--- src/hdl/run_length_threshold_detector_core_defines.svh ---
// Assertion macros shared by the run-length threshold detector RTL.
`ifndef RUN_LENGTH_THRESHOLD_DETECTOR_CORE_DEFINES_SVH
`define RUN_LENGTH_THRESHOLD_DETECTOR_CORE_DEFINES_SVH

// Same-cycle implication, checked out of reset.
`define RLTD_ASSERT_IMPLY(lbl, ante, cons, msg) \
    lbl: assert property (@(posedge aclk) disable iff (!aresetn) (ante) |-> (cons)) \
        else $error(msg);

// Next-cycle implication, checked out of reset.
`define RLTD_ASSERT_NEXT(lbl, ante, cons, msg) \
    lbl: assert property (@(posedge aclk) disable iff (!aresetn) (ante) |=> (cons)) \
        else $error(msg);

`endif

--- src/hdl/rltd_pkg.sv ---
// Package: widths, register indexes, mode codes and compare helpers for the detector.
`default_nettype none

package rltd_pkg;

    localparam int SAMPLE_BITS = 16;
    localparam int INDEX_BITS  = 16;

    localparam int TOL_BITS    = 15;
    localparam int WINDOW_BITS = 16;
    localparam int COUNT_BITS  = 16;
    localparam int MODE_BITS   = 2;

    localparam int DIFF_BITS = SAMPLE_BITS + 1;
    localparam int CMP_BITS  = (DIFF_BITS > TOL_BITS) ? DIFF_BITS : TOL_BITS;

    localparam int CFG_DATA_BITS  = (SAMPLE_BITS > WINDOW_BITS) ? SAMPLE_BITS : WINDOW_BITS;
    localparam int CFG_INDEX_BITS = 3;

    localparam int S_PAYLOAD_BITS = 2 * SAMPLE_BITS + INDEX_BITS;
    localparam int S_TDATA_BITS   = ((S_PAYLOAD_BITS + 7) / 8) * 8;
    localparam int M_PAYLOAD_BITS = 2 * INDEX_BITS;
    localparam int M_TDATA_BITS   = ((M_PAYLOAD_BITS + 7) / 8) * 8;

    localparam logic [COUNT_BITS-1:0] COUNT_MAX = '1;

    typedef enum logic [CFG_INDEX_BITS-1:0] {
        REG_QUALIFY_MODE     = 3'd0,
        REG_REPORT_ALL       = 3'd1,
        REG_THRESHOLD_LOW    = 3'd2,
        REG_THRESHOLD_HIGH   = 3'd3,
        REG_THRESHOLD_SECOND = 3'd4,
        REG_TOLERANCE        = 3'd5,
        REG_WINDOW_LENGTH    = 3'd6
    } cfg_reg_t;

    typedef enum logic [MODE_BITS-1:0] {
        MODE_ABOVE = 2'd0,
        MODE_BOTH  = 2'd1,
        MODE_BAND  = 2'd2
    } qualify_mode_t;

    typedef enum logic {
        STATUS_FOUND    = 1'b0,
        STATUS_NOT_FOUND = 1'b1
    } status_t;

    // Magnitude of x - t below tolerance means equal.
    function automatic logic cmp_equal(input logic signed [SAMPLE_BITS-1:0] x,
                                       input logic signed [SAMPLE_BITS-1:0] t,
                                       input logic [TOL_BITS-1:0] tol);
        logic signed [DIFF_BITS-1:0] d;
        logic [DIFF_BITS-1:0]        mag;
        begin
            d   = DIFF_BITS'(x) - DIFF_BITS'(t);
            mag = d[DIFF_BITS-1] ? DIFF_BITS'(-d) : DIFF_BITS'(d);
            return CMP_BITS'(mag) < CMP_BITS'(tol);
        end
    endfunction

    function automatic logic cmp_greater(input logic signed [SAMPLE_BITS-1:0] x,
                                         input logic signed [SAMPLE_BITS-1:0] t,
                                         input logic [TOL_BITS-1:0] tol);
        begin
            return !cmp_equal(x, t, tol) && (x >= t);
        end
    endfunction

    function automatic logic cmp_less(input logic signed [SAMPLE_BITS-1:0] x,
                                      input logic signed [SAMPLE_BITS-1:0] t,
                                      input logic [TOL_BITS-1:0] tol);
        begin
            return !cmp_equal(x, t, tol) && (x < t);
        end
    endfunction

endpackage

`default_nettype wire

--- src/hdl/run_length_threshold_detector_core.sv ---
// Top level: run-length threshold detector over a streamed sensor sample sequence.
//
//  Channel   Dir  Handshake           Contents
//  s_*       in   s_tvalid/s_tready   sample_a, sample_b, sample_index (tdata),
//                                     first_sample (tuser), last_sample (tlast)
//  m_*       out  m_tvalid/m_tready   run_start_index, run_end_index (tdata),
//                                     status (tuser)
//  cfg_*     in   cfg_wr_en           register index and write data, no read-back
//
//  One sample per cycle is accepted, but a stalled result stalls the input
//  register, which stalls s_tready. A sample goes from the input register to
//  the result register through a single compare/count pass of the run state
//  update, so back-to-back samples never wait on each other. Reset (aresetn
//  low, synchronous) empties both registers and clears run state.
`default_nettype none
`include "run_length_threshold_detector_core_defines.svh"

module run_length_threshold_detector_core (
    input  wire logic                               aclk,
    input  wire logic                               aresetn,
    // configuration write port
    input  wire logic                               cfg_wr_en,
    input  wire logic [rltd_pkg::CFG_INDEX_BITS-1:0] cfg_index,
    input  wire logic [rltd_pkg::CFG_DATA_BITS-1:0]  cfg_wdata,
    // sample input
    input  wire logic                               s_tvalid,
    output logic                                    s_tready,
    // low to high: sample_a, sample_b, sample_index, zero pad
    input  wire logic [rltd_pkg::S_TDATA_BITS-1:0]  s_tdata,
    // first_sample
    input  wire logic                               s_tuser,
    input  wire logic                               s_tlast,
    // result output
    output logic                                    m_tvalid,
    input  wire logic                               m_tready,
    // low to high: run_start_index, run_end_index, zero pad
    output logic [rltd_pkg::M_TDATA_BITS-1:0]       m_tdata,
    // status
    output logic                                    m_tuser
);
    import rltd_pkg::*;

    // ---------------- configuration registers ----------------
    logic [MODE_BITS-1:0]          qualify_mode_reg;
    logic                          report_all_reg;
    logic signed [SAMPLE_BITS-1:0] threshold_low_reg;
    logic signed [SAMPLE_BITS-1:0] threshold_high_reg;
    logic signed [SAMPLE_BITS-1:0] threshold_second_reg;
    logic [TOL_BITS-1:0]           tolerance_reg;
    logic [WINDOW_BITS-1:0]        window_length_reg;

    always_ff @(posedge aclk) begin
        if (!aresetn) begin
            qualify_mode_reg     <= '0;
            report_all_reg       <= 1'b0;
            threshold_low_reg    <= '0;
            threshold_high_reg   <= '0;
            threshold_second_reg <= '0;
            tolerance_reg        <= TOL_BITS'(1);
            window_length_reg    <= WINDOW_BITS'(1);
        end else if (cfg_wr_en) begin
            case (cfg_reg_t'(cfg_index))
                REG_QUALIFY_MODE:     qualify_mode_reg     <= cfg_wdata[MODE_BITS-1:0];
                REG_REPORT_ALL:       report_all_reg       <= cfg_wdata[0];
                REG_THRESHOLD_LOW:    threshold_low_reg    <= cfg_wdata[SAMPLE_BITS-1:0];
                REG_THRESHOLD_HIGH:   threshold_high_reg   <= cfg_wdata[SAMPLE_BITS-1:0];
                REG_THRESHOLD_SECOND: threshold_second_reg <= cfg_wdata[SAMPLE_BITS-1:0];
                REG_TOLERANCE:        tolerance_reg        <= cfg_wdata[TOL_BITS-1:0];
                REG_WINDOW_LENGTH:    window_length_reg    <= cfg_wdata[WINDOW_BITS-1:0];
                default: ;  // drop writes to unused indexes
            endcase
        end
    end

    // ---------------- input register ----------------
    logic                          in_valid_reg;
    logic signed [SAMPLE_BITS-1:0] in_a_reg;
    logic signed [SAMPLE_BITS-1:0] in_b_reg;
    logic [INDEX_BITS-1:0]         in_index_reg;
    logic                          in_first_reg;
    logic                          in_last_reg;

    logic out_free;     // result register can take a new value this cycle
    logic in_fire;      // input register hands its sample to the update pass

    assign in_fire  = in_valid_reg && out_free;
    assign s_tready = !in_valid_reg || out_free;

    always_ff @(posedge aclk) begin
        if (!aresetn) begin
            in_valid_reg <= 1'b0;
        end else if (s_tready) begin
            in_valid_reg <= s_tvalid;
        end
    end

    always_ff @(posedge aclk) begin
        if (s_tready && s_tvalid) begin
            in_a_reg     <= s_tdata[SAMPLE_BITS-1:0];
            in_b_reg     <= s_tdata[2*SAMPLE_BITS-1:SAMPLE_BITS];
            in_index_reg <= s_tdata[2*SAMPLE_BITS+INDEX_BITS-1:2*SAMPLE_BITS];
            in_first_reg <= s_tuser;
            in_last_reg  <= s_tlast;
        end
    end

    // ---------------- run state ----------------
    logic [COUNT_BITS-1:0] run_count_reg,  run_count_next;
    logic [INDEX_BITS-1:0] run_origin_reg, run_origin_next;
    logic                  search_done_reg, search_done_next;
    logic                  any_found_reg,   any_found_next;

    logic                  qualifies;
    logic                  gt_low;
    logic [COUNT_BITS-1:0] count_base;
    logic                  done_base;
    logic                  found_base;
    logic [WINDOW_BITS-1:0] window_eff;

    logic                  out_load;
    logic                  out_status_next;
    logic [INDEX_BITS-1:0] out_start_next;
    logic [INDEX_BITS-1:0] out_end_next;

    // Qualify the sample against the active rule.
    always_comb begin
        gt_low = cmp_greater(in_a_reg, threshold_low_reg, tolerance_reg);
        case (qualify_mode_t'(qualify_mode_reg))
            MODE_ABOVE: qualifies = gt_low;
            MODE_BOTH:  qualifies = gt_low &&
                                    cmp_greater(in_b_reg, threshold_second_reg, tolerance_reg);
            MODE_BAND:  qualifies = gt_low &&
                                    cmp_less(in_a_reg, threshold_high_reg, tolerance_reg);
            default:    qualifies = 1'b0;
        endcase
    end

    // Single pass: clear on first sample, count, then report a run or a miss.
    always_comb begin
        window_eff = (window_length_reg == '0) ? WINDOW_BITS'(1) : window_length_reg;

        count_base = in_first_reg ? '0   : run_count_reg;
        done_base  = in_first_reg ? 1'b0 : search_done_reg;
        found_base = in_first_reg ? 1'b0 : any_found_reg;

        run_count_next   = run_count_reg;
        run_origin_next  = run_origin_reg;
        search_done_next = search_done_reg;
        any_found_next   = any_found_reg;

        out_load        = 1'b0;
        out_status_next = STATUS_FOUND;
        out_start_next  = '0;
        out_end_next    = '0;

        if (in_fire) begin
            run_count_next   = count_base;
            search_done_next = done_base;
            any_found_next   = found_base;

            if (!done_base) begin
                // advance or break the run
                if (qualifies) begin
                    if (count_base == '0) begin
                        run_origin_next = in_index_reg;
                    end
                    if (count_base != COUNT_MAX) begin
                        run_count_next = count_base + COUNT_BITS'(1);
                    end
                end else begin
                    run_count_next = '0;
                end

                if (WINDOW_BITS'(run_count_next) >= window_eff) begin
                    out_load        = 1'b1;
                    out_status_next = STATUS_FOUND;
                    out_start_next  = run_origin_next;
                    out_end_next    = in_index_reg;
                    if (report_all_reg) begin
                        any_found_next = 1'b1;
                        run_count_next = '0;
                    end else begin
                        search_done_next = 1'b1;
                    end
                    if (in_last_reg) begin
                        search_done_next = 1'b1;
                    end
                end else if (in_last_reg) begin
                    search_done_next = 1'b1;
                    if (!found_base) begin
                        out_load        = 1'b1;
                        out_status_next = STATUS_NOT_FOUND;
                    end
                end
            end
        end
    end

    always_ff @(posedge aclk) begin
        if (!aresetn) begin
            run_count_reg   <= '0;
            run_origin_reg  <= '0;
            search_done_reg <= 1'b0;
            any_found_reg   <= 1'b0;
        end else begin
            run_count_reg   <= run_count_next;
            run_origin_reg  <= run_origin_next;
            search_done_reg <= search_done_next;
            any_found_reg   <= any_found_next;
        end
    end

    // ---------------- result register ----------------
    logic                  m_valid_reg;
    logic                  m_status_reg;
    logic [INDEX_BITS-1:0] m_start_reg;
    logic [INDEX_BITS-1:0] m_end_reg;

    assign out_free = !m_valid_reg || m_tready;

    always_ff @(posedge aclk) begin
        if (!aresetn) begin
            m_valid_reg <= 1'b0;
        end else if (out_free) begin
            m_valid_reg <= out_load;
        end
    end

    always_ff @(posedge aclk) begin
        if (out_load) begin
            m_status_reg <= out_status_next;
            m_start_reg  <= out_start_next;
            m_end_reg    <= out_end_next;
        end
    end

    assign m_tvalid = m_valid_reg;
    assign m_tuser  = m_status_reg;
    assign m_tdata  = M_TDATA_BITS'({m_end_reg, m_start_reg});

    // ---------------- assertions ----------------
    `RLTD_ASSERT_IMPLY(a_no_overwrite, m_valid_reg && !m_tready, !out_load, "result overwritten while stalled")
    `RLTD_ASSERT_IMPLY(a_done_silent, in_fire && search_done_reg && !in_first_reg, !out_load, "result after search done")
    `RLTD_ASSERT_IMPLY(a_miss_on_last, out_load && out_status_next, in_last_reg, "not-found result off last sample")
    `RLTD_ASSERT_NEXT(a_restart_count, out_load && !out_status_next && report_all_reg, run_count_reg == '0, "run count not restarted")

endmodule

`default_nettype wire
--- config.mk ---
export PLATFORM = sky130hd
export DESIGN_NAME = run_length_threshold_detector_core
export DESIGN_NICKNAME = d
export VERILOG_FILES = /design/src/hdl/rltd_pkg.sv /design/src/hdl/run_length_threshold_detector_core.sv
export VERILOG_INCLUDE_DIRS = /design/src /design/src/hdl
export SDC_FILE = /design/constraint.sdc
export NUM_CORES = 1
export LEC_CHECK = 0
export BUFFER_PORTS_ARGS = -buffer_cell sky130_fd_sc_hd__buf_2
export CAP_MARGIN = 20
export CORE_MARGIN = 2
export CORE_UTILIZATION = 35
export DETAILED_ROUTE_END_ITERATION = 6
export PLACE_DENSITY = 0.58
export SLEW_MARGIN = 20
export SYNTH_ARGS = -nofsm -noshare
export SYNTH_HDL_FRONTEND = slang
export SYNTH_SLANG_ARGS = --single-unit
--- constraint.sdc ---
create_clock -name aclk -period 9.4 [get_ports aclk]
set_input_delay 2.82 -clock aclk [delete_from_list [all_inputs] [get_ports aclk]]
set_output_delay 2.82 -clock aclk [all_outputs]
set_load 0.02 [all_outputs]
## After elaboration in Yosys (flattened, before gate mapping)

Index checks and enable logic that the tools add are counted.

- Word-level logic and storage cells: 105
- Input bits: 74
- Bits in registers: 201

- Mux-type cells: 30
- Equality and inequality tests: 9
- Add/sub/neg operators: 7
- Order comparisons: 7
- Bitwise operators: 3
- Reduce and logical (&&, ||, !) cells: 28

Operator list:

| operator | count |
|---|---|
| 2-to-1 mux 16 bit | 11 |
| less-than comparator 17 x 15 -> 1 bit | 3 |
| 2-to-1 mux 17 bit | 3 |
| negator 17 bit | 3 |
| subtractor 16 x 16 -> 17 bit | 3 |
| >= comparator 16 bit | 3 |
| zero test 16 bit | 2 |
| adder 16 x 1 -> 16 bit (second input constant) | 1 |
| less-than comparator 16 bit | 1 |
| != test 16 bit (second input constant) | 1 |
| AND reduction 2 bit | 8 |
| 2-to-1 mux 1 bit | 15 |
| == test 3 bit (second input constant) | 3 |
| logical AND 1 bit | 7 |
| == test 3 x 2 -> 1 bit (second input constant) | 2 |
| OR reduction 3 bit | 2 |
| zero test 1 bit | 5 |
| == test 3 x 1 -> 1 bit (second input constant) | 1 |
| zero test 3 bit | 1 |
| NOT 1 bit | 3 |
| case mux 1 bit (3 select lines) | 1 |
| == test 2 x 1 -> 1 bit (second input constant) | 1 |
| == test 2 bit (second input constant) | 1 |
| zero test 2 bit | 1 |
| logical OR 1 bit | 2 |

## Logic depth before layout (Yosys ltp)

- Word-level depth: 15
- Depth in mapped cells: 38
- Mapped depth without buffers: 35

## Worst setup path before layout

OpenSTA, ideal clock, no wires.

- Kind: register to register
- Start point: register in_a_reg[0]
- End point: register m_end_reg[0], enable pin
- Arrival: 7.333 ns
- Buffers on the path: 2
- Cell stages (with the launch flop): 33
- Path slack: 1.668 ns
- Path through: edfxtp_1 -> inv_1 -> ha_1 -> fa_1 -> nor2b_1 -> o2111ai_1 -> nand2_1 -> a221oi_1 -> or4b_1 -> or4_1 -> nand2_1 -> xnor2_1 -> ha_1 -> a2111oi_0 -> o31a_1 -> a311oi_1 -> o311a_1 -> a21bo_2 -> mux2i_1 -> o21ai_4 -> buf_2 -> buf_2 -> a211oi_1 -> ha_1 -> a21o_1 -> a21o_1 -> a21o_1 -> a211oi_1 -> o21ai_0 -> or2_2 -> nand3_1 -> nor2_1 -> o31a_1

- Longest elaborated chain between the ends: 15
- Elaborated cells between the ends (all ways): 24
- Those cells by class: add/sub: 4; order compare: 5; mux: 9; reduce/logical: 6

RTL lines:

| what | RTL line | RTL |
|---|---|---|
| from (decl) | run_length_threshold_detector_core.sv:77 | `logic signed [SAMPLE_BITS-1:0] in_a_reg;` |
| from (signal assigned) | run_length_threshold_detector_core.sv:99 | `in_a_reg <= s_tdata[SAMPLE_BITS-1:0];` |
| subtractor 16 x 16 -> 17 bit | rltd_pkg.sv:55 | `d = DIFF_BITS'(x) - DIFF_BITS'(t);` |
| negator 17 bit | rltd_pkg.sv:56 | `mag = d[DIFF_BITS-1] ? DIFF_BITS'(-d) : DIFF_BITS'(d);` |
| 2-to-1 mux 17 bit | rltd_pkg.sv:56 |  |
| less-than comparator 17 x 15 -> 1 bit | rltd_pkg.sv:57 | `return CMP_BITS'(mag) < CMP_BITS'(tol);` |
| zero test 1 bit, on equally long branches | rltd_pkg.sv:65, rltd_pkg.sv:73 |  |
| logical AND 1 bit, on equally long branches | rltd_pkg.sv:65, rltd_pkg.sv:73 |  |
| logical AND 1 bit, on equally long branches | run_length_threshold_detector_core.sv:132, run_length_threshold_detector_core.sv:130 |  |
| case mux 1 bit (3 select lines) * | run_length_threshold_detector_core.sv:128 | `case (qualify_mode_t'(qualify_mode_reg))` |
| 2-to-1 mux 16 bit * | run_length_threshold_detector_core.sv:163 | `if (qualifies) begin` |
| 2-to-1 mux 16 bit * | run_length_threshold_detector_core.sv:161 | `if (!done_base) begin` |
| 2-to-1 mux 16 bit * | run_length_threshold_detector_core.sv:156 | `if (in_fire) begin` |
| >= comparator 16 bit * | run_length_threshold_detector_core.sv:174 | `if (WINDOW_BITS'(run_count_next) >= window_eff) begin` |
| 2-to-1 mux 1 bit * | run_length_threshold_detector_core.sv:174 |  |
| 2-to-1 mux 1 bit * | run_length_threshold_detector_core.sv:161 |  |
| 2-to-1 mux 1 bit * | run_length_threshold_detector_core.sv:156 |  |
| via out_load | run_length_threshold_detector_core.sv:120 | `logic out_load;` |
| to (signal assigned) | run_length_threshold_detector_core.sv:233 | `m_end_reg <= out_end_next;` |
| to (decl) | run_length_threshold_detector_core.sv:217 | `logic [INDEX_BITS-1:0] m_end_reg;` |

Mark *: on every way through the listed nets, which the timed path passes. The rest lies on a longest branch. The select of a mux whose other input is x is not followed.
A chain may end at the register's enable or synchronous reset.

## Final worst setup path

- Start point: register in_a_reg[0]
- End point: register m_end_reg[13], enable pin

The elaborated chain is that of the path after synthesis.

==> impl_metrics.env <==
export IMPL_power_mw=2.60
export IMPL_drt_met1_wl_um=17100
export IMPL_yosysMostFrequentCell="nand2_1"
export IMPL_placementRows=72
export IMPL_ant_nets=0
export IMPL_synth_distinct_cells=84
export IMPL_synthArstFlopShare_pct=0
export IMPL_slew_headroom_pct=27.4
export IMPL_cap_violations=0
export IMPL_yosysTopAreaCellShare_pct=18.2
export IMPL_cts_sinks=201
export IMPL_syn_cell_area_um2=13700
export IMPL_fin_crit_sh_pct=89.3
export IMPL_grt_max_degree=120
export IMPL_clk_root_buffer_cell="clkbuf_16"
export IMPL_cts_buffer_depth=3
export IMPL_die_area_um2=40700
export IMPL_final_max_slew_viol_count=0
export IMPL_fin_util_pct=40.3
export IMPL_wl_per_cell_um=17.3
export IMPL_post_cts_buffers=0
export IMPL_fp_dieH_um=202
export IMPL_antenna_found_initial=4
export IMPL_wl_um=37900
export IMPL_ys_top_cells_by_count="nand2_1, dfxtp_1, ha_1"
export IMPL_drt_pass1_iterations=5
export IMPL_hold_viol_final=0
export IMPL_grt_pass1_vias=11300
export IMPL_outcome="finished clean"
export IMPL_synth_edff_count=83
export IMPL_finalSetupTns_ns=0
export IMPL_via_per_inst=5.27
export IMPL_syn_to_final_growth_pct=13.9
export IMPL_p_leak_nw=5.81
export IMPL_path_class="flip-flop to flip-flop"
export IMPL_r2r_setup_slack_ns=1.01
export IMPL_dp_hpwl_um=28700
export IMPL_fin_skew_ns=0.0123
export IMPL_drc=0
export IMPL_cts_clk_slew_worst_paths_ns=0.06
export IMPL_max_stage_delay_ns=0.66
export IMPL_synth_cells=1571
export IMPL_grt_ovfl_total=0
export IMPL_route_met3_wl_um=1860
export IMPL_grt_pass1_wl_um=59500
export IMPL_final_area_um2=15600
export IMPL_initialDrtViolationCount=551
export IMPL_ctsHoldBuffers=0
export IMPL_final_min_clock_period_ns=8.39
export IMPL_worstRegToRegCells=32
export IMPL_path_max_fanout=33
export IMPL_end_kind="flip-flop"
export IMPL_hold_path_class="flip-flop to flip-flop"
export IMPL_yosys_warnings=0
export IMPL_cts_tree="done"
export IMPL_dr_wl_met2_um=17900
export IMPL_ios=109
export IMPL_required_ns=9.65
export IMPL_initial_utilization_pct=35.4
export IMPL_fin_ws_ns=1.01
export IMPL_yosysTopAreaCell="edfxtp_1"
export IMPL_cp_start_kind="flip-flop"
export IMPL_io_buffer_count=108
export IMPL_ys_ff_latch=201
export IMPL_setup_violations=0
export IMPL_power_density_nw_per_um2=167
export IMPL_core_um2=38600
export IMPL_vias=11600
export IMPL_r2r_end="m_end_reg[13]"
export IMPL_crit_path_end="m_end_reg[13]"
export IMPL_cts_resized_gates=0
export IMPL_path_common_cell="a21o_1"
export IMPL_cts_buffers=25
export IMPL_ys_flop_type="dfxtp_1"
export IMPL_clkLatencyLatePin_ns=0.55
export IMPL_setup_worst_path_start="in_a_reg[0]"
export IMPL_max_freq_mhz=119
export IMPL_routed_top_layer="met5"
export IMPL_die_width_um=202
export IMPL_grtUsageTotal_pct=18.3
export IMPL_peakVddDrop_mv=0.143
export IMPL_yosys_top_cells_area="edfxtp_1, dfxtp_1, ha_1"
export IMPL_dpl_cell_area_um2=14700
export IMPL_h_tree_depth=1
export IMPL_cp_arrival_ns=8.65
export IMPL_avgSynthCellArea_um2=8.70
export IMPL_place_gp_congestion=0.853
export IMPL_dp_slack_ns=1.08
export IMPL_seq_area_frac_synth_pct=35.5
export IMPL_rsz0062_at_grt="false"
export IMPL_finalNetCount=1847
export IMPL_postSynthNetCount=1764
export IMPL_worst_pin_slew_ns=1.08
export IMPL_drive_gt1_share_pct=11.1
export IMPL_timing_rr_start="in_a_reg[0]"
export IMPL_slowest_stage="a221oi_1"
-- cell families after synthesis --
kind of cell / count (synthesis) / synth area share (%)
buf+inv: 162 / 4.69
compound gates: 373 / 19.5
simple gates: 608 / 22.0
flops: 201 / 35.5
fa+ha+maj: 119 / 11.1
mux: 40 / 2.94
xor+xnor: 68 / 4.36
-- worst min-delay path by stage --
stage | slack [ns] | cells past startpoint | endpoint | start
floorplan | 0.43 | 2 | run_origin_reg[0] | run_origin_reg[0]
CTS | 0.46 | 2 | run_origin_reg[13] | run_origin_reg[13]
detailed placement | 0.45 | 2 | run_origin_reg[13] | run_origin_reg[13]
global route | 0.49 | 2 | run_origin_reg[4] | run_origin_reg[4]
global placement | 0.44 | 2 | run_origin_reg[0] | run_origin_reg[0]
finish | 0.45 | 2 | run_origin_reg[13] | run_origin_reg[13]
-- cell type report --
| type | count | area, um^2 |
|---|---|---|
| inverters | 104 | 390 |
| clock buffers | 37 | 753 |
| repair buffers | 114 | 592 |
| diodes | 2 | 5.00 |
| well taps | 518 | 648 |
| clock inverters | 9 | 141 |
| fillers | 3844 | 23100 |
| flip-flops and latches | 201 | 4850 |
| multi-input cells | 1208 | 8190 |
-- through the flow --
| step | hold slack, ns | std cells |
|---|---|---|
| detailed placement | 0.450 | 2145 |
| floorplan | 0.434 | 1571 |
| finish | 0.454 | 2193 |
| global route | 0.486 | 2191 |
| global placement | 0.442 | 2145 |
| CTS | 0.458 | 2191 |
-- where the power goes --
group          total [mW]  leakage (nW)  internal, mW  switching [mW]
clock                1.03         0.435         0.641           0.391
combinational       0.590          3.64         0.233           0.358
sequential          0.977          1.73         0.953          0.0236
total                2.60          5.81          1.83           0.772
-- worst max-delay path: cells and delay by family (launching register included) --
family / cells / cell delay, ns
AOI/OAI and AO/OA: 18 / 4.63
adders and majority gates: 4 / 1.30
and+or+nand+nor: 6 / 1.11
DFF: 1 / 0.32
buffers and inverters: 2 / 0.32
muxes: 1 / 0.21
xor gates and xnor gates: 1 / 0.19
-- cell usage in the layout (no fill, tap or decap), types with 8 or more instances in the layout --
master,n
a211oi_1,19
nand2_1,265
nand2b_1,25
and3_1,20
a21o_1,29
and2_1,32
xnor2_1,43
o2111ai_1,8
dfxtp_1,118
xor2_1,25
a21boi_0,82
a21oi_1,64
o21a_1,12
buf_2,107
or3_1,10
nor4_1,14
nor2b_1,37
nand4_1,24
nor3_1,30
edfxtp_1,83
nand3_1,32
mux2i_1,39
a31oi_1,15
ha_1,116
o21ai_0,48
nor2_1,73
inv_1,103
o31ai_1,11
o211ai_1,14
clkbuf_16,27
-- metal layers --
layer	GRT usage, %	vias up
li1	-	5800
met1	23.1	5471
met2	31.7	218
met3	3.14	62
met4	5.75	4
met5	0	-
(Power assumes the default switching activity.)
